==> config.mk <==
export PLATFORM = sky130hd
export DESIGN_NAME = dsp_to_cpu_mailbox_queue_unit
export DESIGN_NICKNAME = d
export VERILOG_FILES = /design/src/rtl/core/mbq_pkg.sv /design/src/rtl/core/dsp_to_cpu_mailbox_queue_unit.sv /design/src/rtl/core/mbq_ram.sv /design/src/rtl/core/mbq_datapath.sv /design/src/rtl/core/mbq_ctrl.sv
export SDC_FILE = /design/constraint.sdc
export NUM_CORES = 1
export LEC_CHECK = 0
export BUFFER_PORTS_ARGS = -buffer_cell sky130_fd_sc_hd__buf_2
export CAP_MARGIN = 20
export CORE_ASPECT_RATIO = 0.7
export CORE_MARGIN = 10
export CORE_UTILIZATION = 60
export DETAILED_ROUTE_END_ITERATION = 8
export GPL_TIMING_DRIVEN = 1
export HOLD_SLACK_MARGIN = 0.08
export PLACE_DENSITY = 0.78
export SLEW_MARGIN = 20
export SYNTH_ARGS = -nofsm -noshare
export SYNTH_HDL_FRONTEND = slang
export SYNTH_HIERARCHICAL = 1
export SYNTH_SLANG_ARGS = --single-unit
==> constraint.sdc <==
create_clock -name clock -period 9.8 [get_ports clock]
set_clock_uncertainty 0.1 [all_clocks]
set_input_delay 2.94 -clock clock [delete_from_list [all_inputs] [get_ports clock]]
set_output_delay 2.94 -clock clock [all_outputs]
set_load 0.005 [all_outputs]
==> src/rtl/core/mbq_pkg.sv <==
// Package for the DSP-to-CPU mailbox queue.
// Holds queue sizing, function codes and controller/datapath interface structs.
// No dependencies.
package mbq_pkg;

   localparam int QUEUE_DEPTH = 16;
   localparam int IDX_W       = (QUEUE_DEPTH > 1) ? $clog2(QUEUE_DEPTH) : 1;
   localparam int CNT_W       = $clog2(QUEUE_DEPTH + 1);
   localparam int MAIL_W      = 32;
   localparam int HALF_W      = 16;

   typedef enum logic [2:0] {
      FUNC_PUSH      = 3'd0,
      FUNC_READ_HIGH = 3'd1,
      FUNC_READ_LOW  = 3'd2,
      FUNC_CLEAR     = 3'd3,
      FUNC_SET_HALT  = 3'd4
   } func_type;

   // controller -> datapath
   typedef struct packed {
      logic capture;   // latch the incoming transaction
      logic commit;    // apply the update and load the response register
   } cmd_type;

   // datapath -> checks
   typedef struct packed {
      logic pending;   // queue non-empty
      logic full;      // queue holds QUEUE_DEPTH mails
   } status_type;

endpackage

==> src/rtl/core/dsp_to_cpu_mailbox_queue_unit.sv <==
// DSP-to-CPU mailbox queue, top level. The accept edge captures the request
// and registers the RAM head read (state IDLE); execute (state EXEC) then
// applies the update and sets response valid, held while a response still
// waits in the output register. A request is taken only in IDLE, so the block
// takes no new request before the last one has executed; with a response
// waiting, one more request is taken and the next waits. Reset (synchronous)
// empties the queue and clears last-mail and halted; mail RAM stays undefined.
module dsp_to_cpu_mailbox_queue_unit (
   input  logic                          clock,
   input  logic                          reset,
   input  logic                          req_valid,
   output logic                          req_ready,
   input  logic [2:0]                    req_func,
   input  logic [mbq_pkg::MAIL_W-1:0]    req_mail_word,
   input  logic                          req_want_interrupt,
   input  logic [mbq_pkg::HALF_W-1:0]    req_irq_delay,
   input  logic                          req_halt_value,
   output logic                          rsp_valid,
   input  logic                          rsp_ready,
   output logic [mbq_pkg::HALF_W-1:0]    rsp_read_half,
   output logic                          rsp_raise_irq,
   output logic [mbq_pkg::HALF_W-1:0]    rsp_raise_irq_delay,
   output logic                          rsp_has_pending,
   output logic                          rsp_push_dropped
);

   mbq_pkg::cmd_type    cmd;
   mbq_pkg::status_type status;

   mbq_ctrl u_ctrl (
      .clock     (clock),
      .reset     (reset),
      .req_valid (req_valid),
      .req_ready (req_ready),
      .rsp_valid (rsp_valid),
      .rsp_ready (rsp_ready),
      .cmd       (cmd)
   );

   mbq_datapath u_datapath (
      .clock               (clock),
      .reset               (reset),
      .cmd                 (cmd),
      .status              (status),
      .req_func            (req_func),
      .req_mail_word       (req_mail_word),
      .req_want_interrupt  (req_want_interrupt),
      .req_irq_delay       (req_irq_delay),
      .req_halt_value      (req_halt_value),
      .rsp_read_half       (rsp_read_half),
      .rsp_raise_irq       (rsp_raise_irq),
      .rsp_raise_irq_delay (rsp_raise_irq_delay),
      .rsp_has_pending     (rsp_has_pending),
      .rsp_push_dropped    (rsp_push_dropped)
   );

   a_capture_commit_excl: assert property (@(posedge clock) disable iff (reset)
      !(cmd.capture && cmd.commit))
      else $error("capture and commit in the same cycle");

   a_pending_tracks_count: assert property (@(posedge clock) disable iff (reset)
      cmd.commit |=> (rsp_has_pending == status.pending))
      else $error("has_pending disagrees with queue occupancy");

   a_drop_only_when_full: assert property (@(posedge clock) disable iff (reset)
      (cmd.commit && !status.full) |=> !rsp_push_dropped)
      else $error("push dropped while queue not full");

   a_delay_needs_irq: assert property (@(posedge clock) disable iff (reset)
      (rsp_valid && (rsp_raise_irq_delay != '0)) |-> rsp_raise_irq)
      else $error("interrupt delay without interrupt");

endmodule

==> src/rtl/core/mbq_ram.sv <==
// Generic single-write, single-read RAM with registered read data.
// No dependencies.
module mbq_ram #(
   parameter int WIDTH = 32,
   parameter int DEPTH = 16
) (
   input  logic                                       clock,
   input  logic                                       wr_en,
   input  logic [((DEPTH > 1) ? $clog2(DEPTH) : 1)-1:0] wr_addr,
   input  logic [WIDTH-1:0]                           wr_data,
   input  logic [((DEPTH > 1) ? $clog2(DEPTH) : 1)-1:0] rd_addr,
   output logic [WIDTH-1:0]                           rd_data
);

   logic [WIDTH-1:0] mem_ff [DEPTH];
   logic [WIDTH-1:0] rd_data_ff;

   always_ff @(posedge clock) begin
      if (wr_en) begin
         mem_ff[wr_addr] <= wr_data;
      end
      rd_data_ff <= mem_ff[rd_addr];
   end

   assign rd_data = rd_data_ff;

endmodule

==> src/rtl/core/mbq_datapath.sv <==
// Mailbox queue datapath: captured transaction, queue pointers, last-mail,
// halted flag, per-entry pop flags, mail RAM and response registers.
// Depends on mbq_pkg and mbq_ram.
module mbq_datapath (
   input  logic                          clock,
   input  logic                          reset,
   input  mbq_pkg::cmd_type              cmd,
   output mbq_pkg::status_type           status,
   input  logic [2:0]                    req_func,
   input  logic [mbq_pkg::MAIL_W-1:0]    req_mail_word,
   input  logic                          req_want_interrupt,
   input  logic [mbq_pkg::HALF_W-1:0]    req_irq_delay,
   input  logic                          req_halt_value,
   output logic [mbq_pkg::HALF_W-1:0]    rsp_read_half,
   output logic                          rsp_raise_irq,
   output logic [mbq_pkg::HALF_W-1:0]    rsp_raise_irq_delay,
   output logic                          rsp_has_pending,
   output logic                          rsp_push_dropped
);

   localparam int IW = mbq_pkg::IDX_W;
   localparam int CW = mbq_pkg::CNT_W;
   localparam int MW = mbq_pkg::MAIL_W;
   localparam int HW = mbq_pkg::HALF_W;
   localparam int D  = mbq_pkg::QUEUE_DEPTH;

   // captured transaction
   logic [2:0]    func_ff;
   logic [MW-1:0] mail_ff;
   logic          want_ff;
   logic [HW-1:0] delay_ff;
   logic          halt_ff;

   // queue state
   logic [IW-1:0] head_ff, head_in;
   logic [CW-1:0] count_ff, count_in;
   logic [MW-1:0] last_ff, last_in;
   logic          halted_ff, halted_in;
   logic [D-1:0]  flags_ff, flags_in;

   // response registers
   logic [HW-1:0] half_ff, half_in;
   logic          irq_ff, irq_in;
   logic [HW-1:0] irq_dly_ff, irq_dly_in;
   logic          pend_ff;
   logic          drop_ff, drop_in;

   logic [MW-1:0] head_mail;
   logic          ram_wr_en;
   logic [CW:0]   tail_sum;
   logic [IW-1:0] tail_idx;
   logic [IW-1:0] head_next;
   logic          can_read;
   logic          full;

   always_ff @(posedge clock) begin
      if (cmd.capture) begin
         func_ff  <= req_func;
         mail_ff  <= req_mail_word;
         want_ff  <= req_want_interrupt;
         delay_ff <= req_irq_delay;
         halt_ff  <= req_halt_value;
      end
   end

   // RAM read runs every cycle at the head; data is ready the cycle after capture
   mbq_ram #(
      .WIDTH (MW),
      .DEPTH (D)
   ) u_mail_ram (
      .clock   (clock),
      .wr_en   (ram_wr_en),
      .wr_addr (tail_idx),
      .wr_data (mail_ff),
      .rd_addr (head_ff),
      .rd_data (head_mail)
   );

   assign full     = (count_ff == CW'(D));
   assign can_read = !halted_ff && (count_ff != '0);
   assign tail_sum = (CW+1)'(head_ff) + (CW+1)'(count_ff);
   assign tail_idx = (tail_sum >= (CW+1)'(D)) ? IW'(tail_sum - (CW+1)'(D)) : IW'(tail_sum);
   assign head_next = (head_ff == IW'(D - 1)) ? '0 : head_ff + IW'(1);

   always_comb begin
      head_in    = head_ff;
      count_in   = count_ff;
      last_in    = last_ff;
      halted_in  = halted_ff;
      flags_in   = flags_ff;
      half_in    = '0;
      irq_in     = 1'b0;
      irq_dly_in = '0;
      drop_in    = 1'b0;
      ram_wr_en  = 1'b0;
      case (func_ff)
         mbq_pkg::FUNC_PUSH: begin
            if (full) begin
               drop_in = 1'b1;
            end else begin
               if (want_ff) begin
                  if (count_ff == '0) begin
                     irq_in     = 1'b1;
                     irq_dly_in = delay_ff;
                  end else begin
                     flags_in[head_ff] = 1'b1;
                  end
               end
               flags_in[tail_idx] = 1'b0;
               ram_wr_en          = cmd.commit;
               count_in           = count_ff + CW'(1);
            end
         end
         mbq_pkg::FUNC_READ_HIGH: begin
            if (can_read) begin
               last_in = head_mail;
            end
            half_in = last_in[MW-1:HW];
         end
         mbq_pkg::FUNC_READ_LOW: begin
            if (can_read) begin
               last_in  = head_mail;
               irq_in   = flags_ff[head_ff];
               head_in  = head_next;
               count_in = count_ff - CW'(1);
            end
            last_in[MW-1] = 1'b0;
            half_in       = last_in[HW-1:0];
         end
         mbq_pkg::FUNC_CLEAR: begin
            head_in  = '0;
            count_in = '0;
         end
         mbq_pkg::FUNC_SET_HALT: begin
            halted_in = halt_ff;
         end
         default: begin
         end
      endcase
   end

   always_ff @(posedge clock) begin
      if (reset) begin
         head_ff   <= '0;
         count_ff  <= '0;
         last_ff   <= '0;
         halted_ff <= 1'b0;
      end else if (cmd.commit) begin
         head_ff   <= head_in;
         count_ff  <= count_in;
         last_ff   <= last_in;
         halted_ff <= halted_in;
      end
   end

   // pop flags are only read for occupied entries, so no reset
   always_ff @(posedge clock) begin
      if (cmd.commit) begin
         flags_ff   <= flags_in;
         half_ff    <= half_in;
         irq_ff     <= irq_in;
         irq_dly_ff <= irq_dly_in;
         pend_ff    <= (count_in != '0);
         drop_ff    <= drop_in;
      end
   end

   assign status.pending = (count_ff != '0);
   assign status.full    = full;

   assign rsp_read_half       = half_ff;
   assign rsp_raise_irq       = irq_ff;
   assign rsp_raise_irq_delay = irq_dly_ff;
   assign rsp_has_pending     = pend_ff;
   assign rsp_push_dropped    = drop_ff;

endmodule

==> src/rtl/core/mbq_ctrl.sv <==
// Mailbox queue controller: request handshake, execute sequencing and
// response valid. Depends on mbq_pkg.
module mbq_ctrl (
   input  logic             clock,
   input  logic             reset,
   input  logic             req_valid,
   output logic             req_ready,
   output logic             rsp_valid,
   input  logic             rsp_ready,
   output mbq_pkg::cmd_type cmd
);

   typedef enum logic [1:0] {
      ST_IDLE = 2'b01,
      ST_EXEC = 2'b10
   } state_type;

   state_type state_ff, state_in;
   logic      rsp_valid_ff, rsp_valid_in;
   logic      slot_free;

   assign req_ready   = (state_ff == ST_IDLE);
   assign slot_free   = !rsp_valid_ff || rsp_ready;
   assign cmd.capture = req_valid && req_ready;
   assign cmd.commit  = (state_ff == ST_EXEC) && slot_free;

   always_comb begin
      state_in = state_ff;
      case (state_ff)
         ST_IDLE: begin
            if (cmd.capture) begin
               state_in = ST_EXEC;
            end
         end
         ST_EXEC: begin
            // wait here until the response register can take the result
            if (slot_free) begin
               state_in = ST_IDLE;
            end
         end
         default: begin
            state_in = ST_IDLE;
         end
      endcase
   end

   always_comb begin
      if (cmd.commit) begin
         rsp_valid_in = 1'b1;
      end else if (rsp_ready) begin
         rsp_valid_in = 1'b0;
      end else begin
         rsp_valid_in = rsp_valid_ff;
      end
   end

   always_ff @(posedge clock) begin
      if (reset) begin
         state_ff     <= ST_IDLE;
         rsp_valid_ff <= 1'b0;
      end else begin
         state_ff     <= state_in;
         rsp_valid_ff <= rsp_valid_in;
      end
   end

   assign rsp_valid = rsp_valid_ff;

endmodule
Yosys cells after proc, flatten, opt, wreduce, memory -nomap -nowiden
Memory sizes are Yosys's and may differ from the RTL's. A register that Yosys moved wholly into a read port is not among the register bits.
Cells that the tools add are included.
- latch bits: 0
- memories kept: 1
- register bits after elaboration: 149
- memory bits (read-only): 0
- memory bits (writable): 512
- input port bits: 57
- word-level logic and storage cells: 102
- add/sub/neg operators: 5
- order comparisons: 5
- div/mod/pow operators: 0
- reduce and logical (&&, ||, !) cells: 21
- bitwise logic cells: 7
- multiplexer cells: 35
- equality and inequality tests: 11
- $mul: 0
- shifts and indexed selects: 0
- memories (memory ; depth ; bits a word ; rd ports ; clocked after memory_dff ; write ports ; RTL line ; text):
    u_datapath.u_mail_ram.mem_ff ; 16 ; 32 ; 1 ; 1 ; 1 ; mbq_ram.sv:15 ; logic [WIDTH-1:0] mem_ff [DEPTH];
- operators with widths (cell ; number):
    $mux 16 ; 4
    $pmux 32 s2 ; 1
    $mux 32 ; 1
    $pmux 16 s2 ; 1
    $and 16x16->16 ; 1
    $not 16->16 ; 1
    $or 16x16->16 ; 1
    $pmux 5 s3 ; 1
    $mux 1 ; 14
    $mux 4 ; 3
    $lt 4x5->1 const B ; 2
    $mux 5 ; 2
    $reduce_bool 5->1 ; 2
    $demux 1 s4 ; 2
    $ge 4x1->1 const B ; 2
    $pmux 4 s2 ; 1
    $add 4x5->6 ; 1
    $eq 3x2->1 const B ; 2
    $ge 6x5->1 const B ; 1
    $reduce_and 2->1 ; 3
    $reduce_and 3->1 ; 2
    $reduce_bool 2->1 ; 3
    $add 5x1->5 const B ; 1
    $eq 5x5->1 const B ; 1
    other kinds (21) ; 31

Longest topological paths before layout
Gate-level depths: netlist of run 1.
- word-level depth: 10
- depth in mapped cells: 10
- mapped depth without buffers: 8

Modules after synthesis
The synthesis of run 1 kept the hierarchy.
- modules (own cells, without submodules) (module ; seq. area each (um^2) ; times used ; area an instance (um^2) ; cells each):
    mbq_ram ; 16015.4 ; 1 ; 19835.3 ; 838
    mbq_datapath ; 3963.8 ; 1 ; 6241.0 ; 506
    mbq_ctrl ; 60.1 ; 1 ; 136.4 ; 13

Least setup slack after synthesis of run 1
Ideal clock, no wire load.
- kind: input port to flip-flop
- start: in rsp_ready
- end: mem u_datapath.u_mail_ram.mem_ff[0][0], enable pin
- arrival time: 7336 ps
- setup time: 461 ps
- setup slack: 1903 ps
- stages: 8
- data required time: 9239 ps
- cell sequence: nand2b_1 > nor2b_1 > buf_4 > buf_6 > inv_1 > nor2_1 > or3b_2 > nor3_1
- RTL lines (element ; RTL line ; text):
    from (decl) ; dsp_to_cpu_mailbox_queue_unit.sv:19 ; input logic rsp_ready,
    to (decl) ; mbq_ram.sv:15 ;

==> results of run 1 <==
## layout by cell type (no fill, tap or decap), types with 7 or more instances in the layout
| master | count |
|---|---|
| a21oi_1 | 53 |
| a22oi_1 | 65 |
| a31oi_1 | 20 |
| and2_1 | 18 |
| buf_2 | 93 |
| buf_4 | 19 |
| clkbuf_1 | 21 |
| clkbuf_16 | 60 |
| clkbuf_8 | 11 |
| clkinv_1 | 7 |
| dfxtp_1 | 75 |
| edfxtp_1 | 616 |
| ha_1 | 9 |
| inv_1 | 9 |
| mux2i_1 | 35 |
| mux4_2 | 128 |
| nand2_1 | 105 |
| nor2_1 | 11 |
| nor2_4 | 14 |
| nor3_1 | 8 |
| o22ai_1 | 17 |
## report_power, final
part	internal [mW]	leakage [nW]	switching, mW	total (mW)
Clock	1.21	0.889	1.01	2.22
Combinational	0.0235	2.14	0.0375	0.0610
Sequential	3.24	6.26	0.0431	3.28
Total	4.47	9.28	1.09	5.56
## area by class of cell
| class | count | share of cell area [%] |
|---|---|---|
| timing repair buffer | 121 | 2.81 |
| tap | 585 | 2.49 |
| sequential | 693 | 68.3 |
| inverter | 10 | 0.128 |
| clock inverter | 17 | 0.328 |
| clock buffer | 92 | 5.90 |
| multi-input combinational | 572 | 20.0 |
## state kept, by name, summed over array words and instances (netlist names), 4 cells and up
register,flops
u_datapath/flags_ff,16
u_datapath/u_mail_ram/mem_ff,512
u_datapath/count_ff,5
u_datapath/rsp_raise_irq_delay,16
u_datapath/last_ff,32
u_datapath/rsp_read_half,16
u_datapath/u_mail_ram/rd_data,32
u_datapath/delay_ff,16
u_datapath/head_ff,4
u_datapath/mail_ff,32
## per-stage QoR
step	utilization, %	total power [mW]	hold WS (ns)	instances
after floorplan	-	3.36	0.332	1355
after global placement	63.9	3.40	0.341	1972
final	68.7	5.56	0.353	2090
after CTS	68.4	5.59	0.354	2085
after global routing	68.7	5.72	0.371	2090
after detailed placement	64.1	3.40	0.346	1976
## layer usage
layer	share of wire, %	GRT usage [%]	vias up
li1	-	-	5677
met1	41	29.7	6799
met4	2.6	6.16	0
met3	10	6.17	113
met5	0	0	-
met2	46	31.5	705
## worst max-delay path, delay by kind of cell
kind,cells,cell delay [ns]
AND/OR/NAND/NOR,5,1.66
buffers and inverters,4,0.95
## final timing paths
| kind | from | end | slack, ns |
|---|---|---|---|
| max reg2reg | u_datapath/head_ff[1] | u_datapath/u_mail_ram/mem_ff[14][0] | 5.67 |
| min reg2reg | u_datapath/u_mail_ram/rd_data[9] | u_datapath/last_ff[9] | 0.35 |
| max | rsp_ready | u_datapath/u_mail_ram/mem_ff[0][13] | 4.37 |
| min | u_datapath/u_mail_ram/rd_data[9] | u_datapath/last_ff[9] | 0.35 |
==> metrics.md, run 1 <==
| Metric | Value |
|---|---|
| TritonCTS Buffers | `~60` |
| Synth Warn # | `6` |
| Wire per inst | `approximately 27 µm` |
| WHS Path Cells | `2` |
| Area of the multi-input gates | `5880 µm²` |
| Placed instance area | `27400 µm²` |
| Synth Instances | `approximately 1400` |
| Setup TNS | `0 ns` |
| RSZ-0062 raised after global routing | `no` |
| Final instance area | `29400 µm²` |
| ANT cells | `0` |
| Hold WC Path Type | `reg -> reg` |
| Detailed Place HPWL | `32.7 mm` |
| Dpl ws | `3.80 ns` |
| Max-slew violation count | `0` |
| Die Y | `between 150 and 200 µm` |
| PD cells | `189 nW/µm²` |
| Final setup violation count | `0` |
| CP max FO | `24` |
| Net count, final | `1524` |
| Area delta synth->final | `12.0%` |
| 1st-iter DRT viols | `~1500` |
| Max-cap violations | `0` |
| Total gr overflow | `0` |
| Post_cts resized | `0` |
| Vias per cell | `about 6.4` |
| Clock latency on the worst-skew pair | `0.61 ns` |
| CTS Hold Bufs | `0` |
| R2R depth | `6` |
| Largest net degree at the start of global routing | `61` |
| Slowest stage delay, CP | `0.66 ns` |
| First-pass GRT wire length | `84.9 mm` |
| Crit-path slowest cell | `nor3_2` |
| Initial core utilization | `about three fifths` |
| CTS Sinks | `693` |
| Vias | `approximately 13000` |
| Mapped Avg Cell Area | `about 19 µm²` |
| Tmin final | `between 5 and 6 ns` |
| Mapped Area | `around 26000 µm²` |
| GPL Wtd Cong | `between 0.8 and 0.9` |
| Period utilization | `between 50% and 60%` |
| Syn Nets | `~1400` |
| Routed Antenna Nets | `0` |
| Critical Path Sink Type | `register` |
| Hold Vio Cnt, Final | `0` |
| Final WL | `55.9 mm` |
| Vias in the first global route | `approximately 14000` |
| Total track usage | `between 20% and 30%` |
| Drt drc | `0` |
| Die W | `270 µm` |
| Initial antenna violation count | `0` |
| Startpoint types | `input pin` |
| Register area | `20000 µm²` |
| Buffers on Ports | `between 90 and 100` |
| Layout cell share with drive strength beyond 1 | `24.3%` |
| Core area | `42700 µm²` |
| Worst setup margin | `4.37 ns` |
| Most frequent CP cell | `buf_4` |
| CTS tree | `done` |
| Status | `completed` |
| Slew @ Worst Pin | `1.10 ns` |
| H-tree depth | `2` |
| Io pins | `94` |
| Fill count | `roughly 2700` |
| Max-slew headroom | `26.3%` |
| CP Class | `in -> reg` |
| Clock Pin Slew Worst Setup and Hold Paths | `0.07 ns` |
| Die Footprint | `52600 µm²` |
| CP Cell Sequence | `buf_2 > nand2b_1 > nor2b_4 > inv_1 > nor2_1 > buf_4 > or3b_2 > nor3_2 > buf_4` |
| Worst EP arrival | `5.60 ns` |
| CTS Root Cell | `clkbuf_16` |
| Worst VDD drop | `0.000171 V` |
| CTS Buffer Depth | `3` |
| Worst path required time | `9.97 ns` |
| Drt pass-1 iters | `5` |
| P_leak | `between 9 and 10 nW` |
| Placement Rows | `63` |
| Post CTS Setup Buffer Count | `0` |
| Fmax | `184 MHz` |
No activity file was read; power rests on OpenSTA's default activity.
==> run 2, diff against run 1 <==
Clock period 9.8 ns to 5.2 ns, I/O delays scaled along.
==> run 2 against run 1 <==
  * Final area grew 0.36%
  * Clock-buffer cell count is 12 lower
  * Via count rose by 0.94%
  * Worst setup slack got worse by 3.1 ns
  * Clock power increased by 92%
  * Register-to-register slack got worse by 4.4 ns
  * Critical path depth shrank 3
  * Combinational power is 98% higher
  * Wire length rose by 2.4%
  * Global-route usage is 0.62 points higher
==> metrics.md, run 2 (synthesized netlist as in run 1, its figures left out) <==
| Metric | Value |
|---|---|
| CTS Root Cell | `clkbuf_16` |
| Worst r2r dst | `u_datapath/u_mail_ram/mem_ff[14][2]` |
| Post CTS Setup Buffer Count | `0` |
| Vias | `13400` |
| Clk network pwr share | `40.4%` |
| CP Class | `reg -> reg` |
| Startpoint types | `register` |
| Final WL | `roughly 57 mm` |
| Max-slew violation count | `0` |
| Hold WC Path Type | `reg -> reg` |
| Register area | `20000 µm²` |
| Drt drc | `0` |
| Area of the multi-input gates | `5910 µm²` |
| CTS tree | `done` |
| Reg2reg setup slack | `1.23 ns` |
| Fill count | `2706` |
| Largest net degree at the start of global routing | `63` |
| CTS Hold Bufs | `0` |
| Routed Antenna Nets | `0` |
| TritonCTS Buffers | `60` |
| Worst path required time | `5.39 ns` |
| Met1 usage | `between 30% and 40%` |
| Hold Startpoint | `u_datapath/u_mail_ram/rd_data[21]` |
| PD cells | `359 nW/µm²` |
| Placement Rows | `63` |
| Layout cell share with drive strength beyond 1 | `24.3%` |
| Final setup violation count | `0` |
| Switching Share | `19.5%` |
| Vias per cell | `6.40` |
| ANT cells | `0` |
| Io pins | `94` |
| NetSw | `2.06 mW` |
| Most frequent cells in the layout | `edfxtp_1, mux4_2, nand2_1, buf_2, dfxtp_1` |
| Worst EP arrival | `4.16 ns` |
| Status | `completed` |
| Area delta synth->final | `12.4%` |
| RSZ-0062 raised after global routing | `no` |
| Vias in the first global route | `13600` |
| Clock latency on the worst-skew pair | `approximately 0.61 ns` |
| CTS Buffer Depth | `3` |
| Most common cell after layout, fill and taps aside | `edfxtp_1` |
| Largest Register | `u_datapath/u_mail_ram/mem_ff` |
| Hold Vio Cnt, Final | `0` |
| Total track usage | `21.6%` |
| 1st-iter DRT viols | `~1700` |
| CTS Sinks | `between 600 and 700` |
| Slowest stage delay, CP | `~0.76 ns` |
| Sequential share of power | `58.4%` |
| Max-cap violations | `0` |
| Slew @ Worst Pin | `between 1 and 1.5 ns` |
| GPL Wtd Cong | `0.851` |
| P_leak | `9.30 nW` |
| Net count, final | `1528` |
| R2R depth | `6` |
| Hold EP | `u_datapath/last_ff[21]` |
| Int Power | `around 8.5 mW` |
| CP Cell Sequence | `inv_1 > fa_1 > xnor2_1 > nand3_1 > nor2_4 > buf_12` |
| Placed instance area | `27600 µm²` |
| Initial core utilization | `around 60%` |
| First-pass GRT wire length | `86.7 mm` |
| Clock Pin Slew Worst Setup and Hold Paths | `roughly 0.070 ns` |
| H-tree depth | `2` |
| Crit-path slowest cell | `xnor2_1` |
| Wire per inst | `27.3 µm` |
| Fmax | `around 250 MHz` |
| Core area | `between 40000 and 50000 µm²` |
| Tmin final | `3.97 ns` |
| CP max FO | `22` |
| Total gr overflow | `0` |
| Power, Total | `between 10 and 15 mW` |
| Detailed Place HPWL | `33.8 mm` |
| Die Y | `195 µm` |
| Die W | `between 200 and 300 µm` |
| Buffers on Ports | `93` |
| Max-slew headroom | `25.1%` |
| Final instance area | `29500 µm²` |
| R2R Path Start | `u_datapath/head_ff[1]` |
| WHS | `approximately 0.35 ns` |
| Met2 usage | `between 30% and 40%` |
| Combinational share of power | `1.1%` |
| Drt pass-1 iters | `5` |
| Gr busiest metal | `met2` |
| Post_cts resized | `0` |
| Critical Path Sink Type | `register` |
| Worst VDD drop | `just under 0.0003 V` |
| Initial antenna violation count | `1` |
| Die Footprint | `~53000 µm²` |
| Period utilization | `76.3%` |
| Util after Layout | `around 70%` |
| M3 GR Usage | `under 10%` |
| Max reg flops | `512` |
| WHS Path Cells | `2` |
==> run 2: cell types whose count changed in the layout (fill, tap and decap cells not counted), moves of 3 or more <==
cell,before,now
buf_12,4,12
buf_16,5,1
bufinv_16,0,4
clkbuf_1,21,18
clkbuf_8,11,1
clkinv_1,7,14
clkinv_2,6,9
nor3_2,6,2
nor3_4,0,4
==> run 2: routing by layer <==
layer,part of all wire (%),up-vias
li1,-,5698
met1,41,6925
met2,47,700
met3,9.8,96
met4,2.1,0
met5,0,-
==> run 2: how the worst max path moves through the flow <==
stage	startpoint	endpoint	slack [ns]
floorplan	rsp_ready	u_datapath/u_mail_ram/mem_ff[1][0]	-0.45
global placement	rsp_ready	u_datapath/u_mail_ram/mem_ff[14][10]	1.03
detailed placement	rsp_ready	u_datapath/u_mail_ram/mem_ff[14][10]	0.93
CTS	u_datapath/head_ff[0]	u_datapath/u_mail_ram/mem_ff[14][2]	1.33
global route	u_datapath/head_ff[1]	u_datapath/u_mail_ram/mem_ff[14][2]	1.09
finish	u_datapath/head_ff[1]	u_datapath/u_mail_ram/mem_ff[14][2]	1.23
==> run 2: layout make-up <==
type	count	area share, %
repair buffers	124	2.95
clock inverters	32	0.875
clock buffers	80	5.46
well taps	585	2.48
multi-input cells	572	20.1
flip-flops and latches	693	68.1
inverters	10	0.127
==> run 2: through the flow <==
stage / TNS, ns / cells / setup WS [ns]
detailed placement: 0 / 1983 / 0.929
global placement: 0 / 1983 / 1.03
floorplan: -53.64 / 1355 / -0.445
CTS: 0 / 2095 / 1.33
finish: 0 / 2096 / 1.23
global route: 0 / 2096 / 1.09
==> run 2: power by group through the flow <==
stage,logic (mW),registers (mW),clock network (mW)
after floorplan,0.0756,6.26,0
after global placement,0.113,6.29,0
after detailed placement,0.116,6.30,0
after CTS,0.117,6.18,4.35
after global routing,0.131,6.19,4.57
final,0.121,6.18,4.27
==> run 2: worst max-delay path: cells and delay by family, from the launching register on <==
family | cells | cell delay [ns]
adder cells (fa/ha/maj) | 1 | 0.45
XOR/XNOR | 1 | 0.76
AND/OR/NAND/NOR | 2 | 1.30
buffers and inverters | 2 | 0.42
flip-flops | 1 | 0.58
==> run 3, diff against run 2 <==
Settings changed: ABC_AREA set to 1, PLACE_DENSITY 0.78 to 0.77.
Clock period 5.2 ns to 3.7 ns, I/O delays scaled along.
==> run 3 against run 2 <==
  * Clock power rose by 58%
  * Worst setup slack got worse by 0.92 ns
  * Die area rose by 11%
  * Final area rose by 10%
  * Non-clock buffer count rose by 20
  * Clock-buffer cell count rose by 14
  * Hold slack improved by 0.088 ns
  * Synthesized cell count rose by 100%
  * Wire length rose by 28%
  * Area after synthesis rose by 12%
  * Utilization fell by 1.2 points
==> metrics.md, run 3 <==
| Metric | Value |
|---|---|
| Post_cts resized | `0` |
| Util after Layout | `67.7%` |
| RSZ-0062 raised after global routing | `no` |
| Hold Vio Cnt, Final | `0` |
| Worst VDD drop | `0.000405 V` |
| Die Footprint | `58200 µm²` |
| Die Y | `a little over 200 µm` |
| Placement Rows | `67` |
| Fmax | `295 MHz` |
| Detailed Place HPWL | `44.8 mm` |
| P_leak | `13.5 nW` |
| Drt drc | `0` |
| Power, Total | `15.8 mW` |
| Total track usage | `24.8%` |
| Worst EP arrival | `3.58 ns` |
| Mapped Area | `29300 µm²` |
| Worst path required time | `slightly below 4 ns` |
| Status | `completed` |
| Top Metal Used | `met4` |
| CTS Root Cell | `clkbuf_16` |
| Max-cap violations | `0` |
| CP Class | `reg -> reg` |
| Most common cell after layout, fill and taps aside | `nand2_1` |
| CTS Buffer Depth | `3` |
| Final WL | `73.2 mm` |
| Most frequent cells in the layout | `nand2_1, edfxtp_1, inv_1, nand3_1, buf_2` |
| Mapped Avg Cell Area | `10.6 µm²` |
| First-pass GRT wire length | `around 110 mm` |
| ANT cells | `0` |
| Worst setup margin | `between 0.3 and 0.4 ns` |
| Vias | `20000` |
| Initial core utilization | `61.0%` |
| Critical Path Sink Type | `register` |
| Syn Nets | `2820` |
| GPL Wtd Cong | `roughly 0.9` |
| Placed cell count | `3416` |
| Vias per cell | `5.66` |
| H-tree depth | `3` |
| Slew @ Worst Pin | `1.01 ns` |
| Final cell count without fillers | `3535` |
| Largest Register | `u_datapath/u_mail_ram/mem_ff` |
| CP max FO | `19` |
| Layout cell share with drive strength beyond 1 | `11.1%` |
| Clock latency on the worst-skew pair | `0.60 ns` |
| Net count, final | `approximately 2900` |
| Die W | `between 200 and 300 µm` |
| Initial antenna violation count | `0` |
| Buffers on Ports | `93` |
| Clock Pin Slew Worst Setup and Hold Paths | `0.07 ns` |
| CTS tree | `done` |
| PD cells | `485 nW/µm²` |
| Synth Instances | `2753` |
| Max-slew headroom | `between 30% and 40%` |
| Total gr overflow | `0` |
| Dpl ws | `0.188 ns` |
| Synth Warn # | `6` |
| Startpoint types | `register` |
| Routed wl met3 | `~7.9 mm` |
| Routed Antenna Nets | `0` |
| TritonCTS Buffers | `66` |
| Setup TNS | `0 ns` |
| Period utilization | `between 90% and 100%` |
| 1st-iter DRT viols | `2713` |
| Vias in the first global route | `around 19000` |
| Wire per inst | `20.7 µm` |
| WL met1 | `29.3 mm` |
| Wire length on met2 | `~33 mm` |
| Io pins | `94` |
| Max-slew violation count | `0` |
| Final setup violation count | `0` |
| Max reg flops | `512` |
| Reg2reg setup slack | `between 0.3 and 0.4 ns` |
| Tmin final | `approximately 3.4 ns` |
| Drt pass-1 iters | `8` |
| Largest net degree at the start of global routing | `201` |
| Core area | `roughly 48000 µm²` |
| Area delta synth->final | `11.0%` |
| CTS Sinks | `roughly 690` |
| Hold WC Path Type | `reg -> reg` |
## run 3: final cells by class
cell class	instances	area (µm²)
well taps	655	820
inverters	469	1770
repair buffers	144	973
flip-flops and latches	693	20000
fillers	3394	15500
clock inverters	24	196
clock buffers	94	1930
multi-input cells	1456	6780
## run 3: critical path, cell delays in order, from the launching register on
cell     delay, ns
dfxtp_1       0.58
ha_1          0.36
a21oi_1       0.17
nand2_1       0.11
xor2_2        0.36
inv_2         0.20
nor2_1        0.15
nand2_1       0.28
nor2_4        0.49
buf_12        0.23
## run 3: metrics by stage
step	hold WS, ns	cell area, µm²
floorplan	0.392	29500
global placement	0.413	30400
detailed placement	0.423	30400
CTS	0.445	32500
global route	0.469	32500
finish	0.441	32500
## run 3: final timing paths
path,startpoint,endpoint,depth (start not counted)
worst max-delay path,u_datapath/count_ff[2],u_datapath/u_mail_ram/mem_ff[0][22],9
worst min-delay path,u_datapath/delay_ff[5],u_datapath/rsp_raise_irq_delay[5],2
worst min register to register,u_datapath/delay_ff[5],u_datapath/rsp_raise_irq_delay[5],2
worst max register to register,u_datapath/count_ff[2],u_datapath/u_mail_ram/mem_ff[0][22],9
## run 3: repair_timing
action | in CTS | in global routing
setup buffers | 0 | 1
hold buffers | 0 | 0
endpoints found under the setup margin | 0 | 19
## run 3: per-layer routing
metal	track usage (%)	vias to the layer above
li1	-	9155
met2	38.5	1203
met1	34.2	9495
met4	9.90	0
met5	0	-
met3	5.06	158
## run 3: report_power, final
group,internal (mW),leakage (nW),switching [mW]
Clock,3.86,1.04,2.88
Sequential,8.58,6.21,0.159
Combinational,0.0940,6.26,0.211
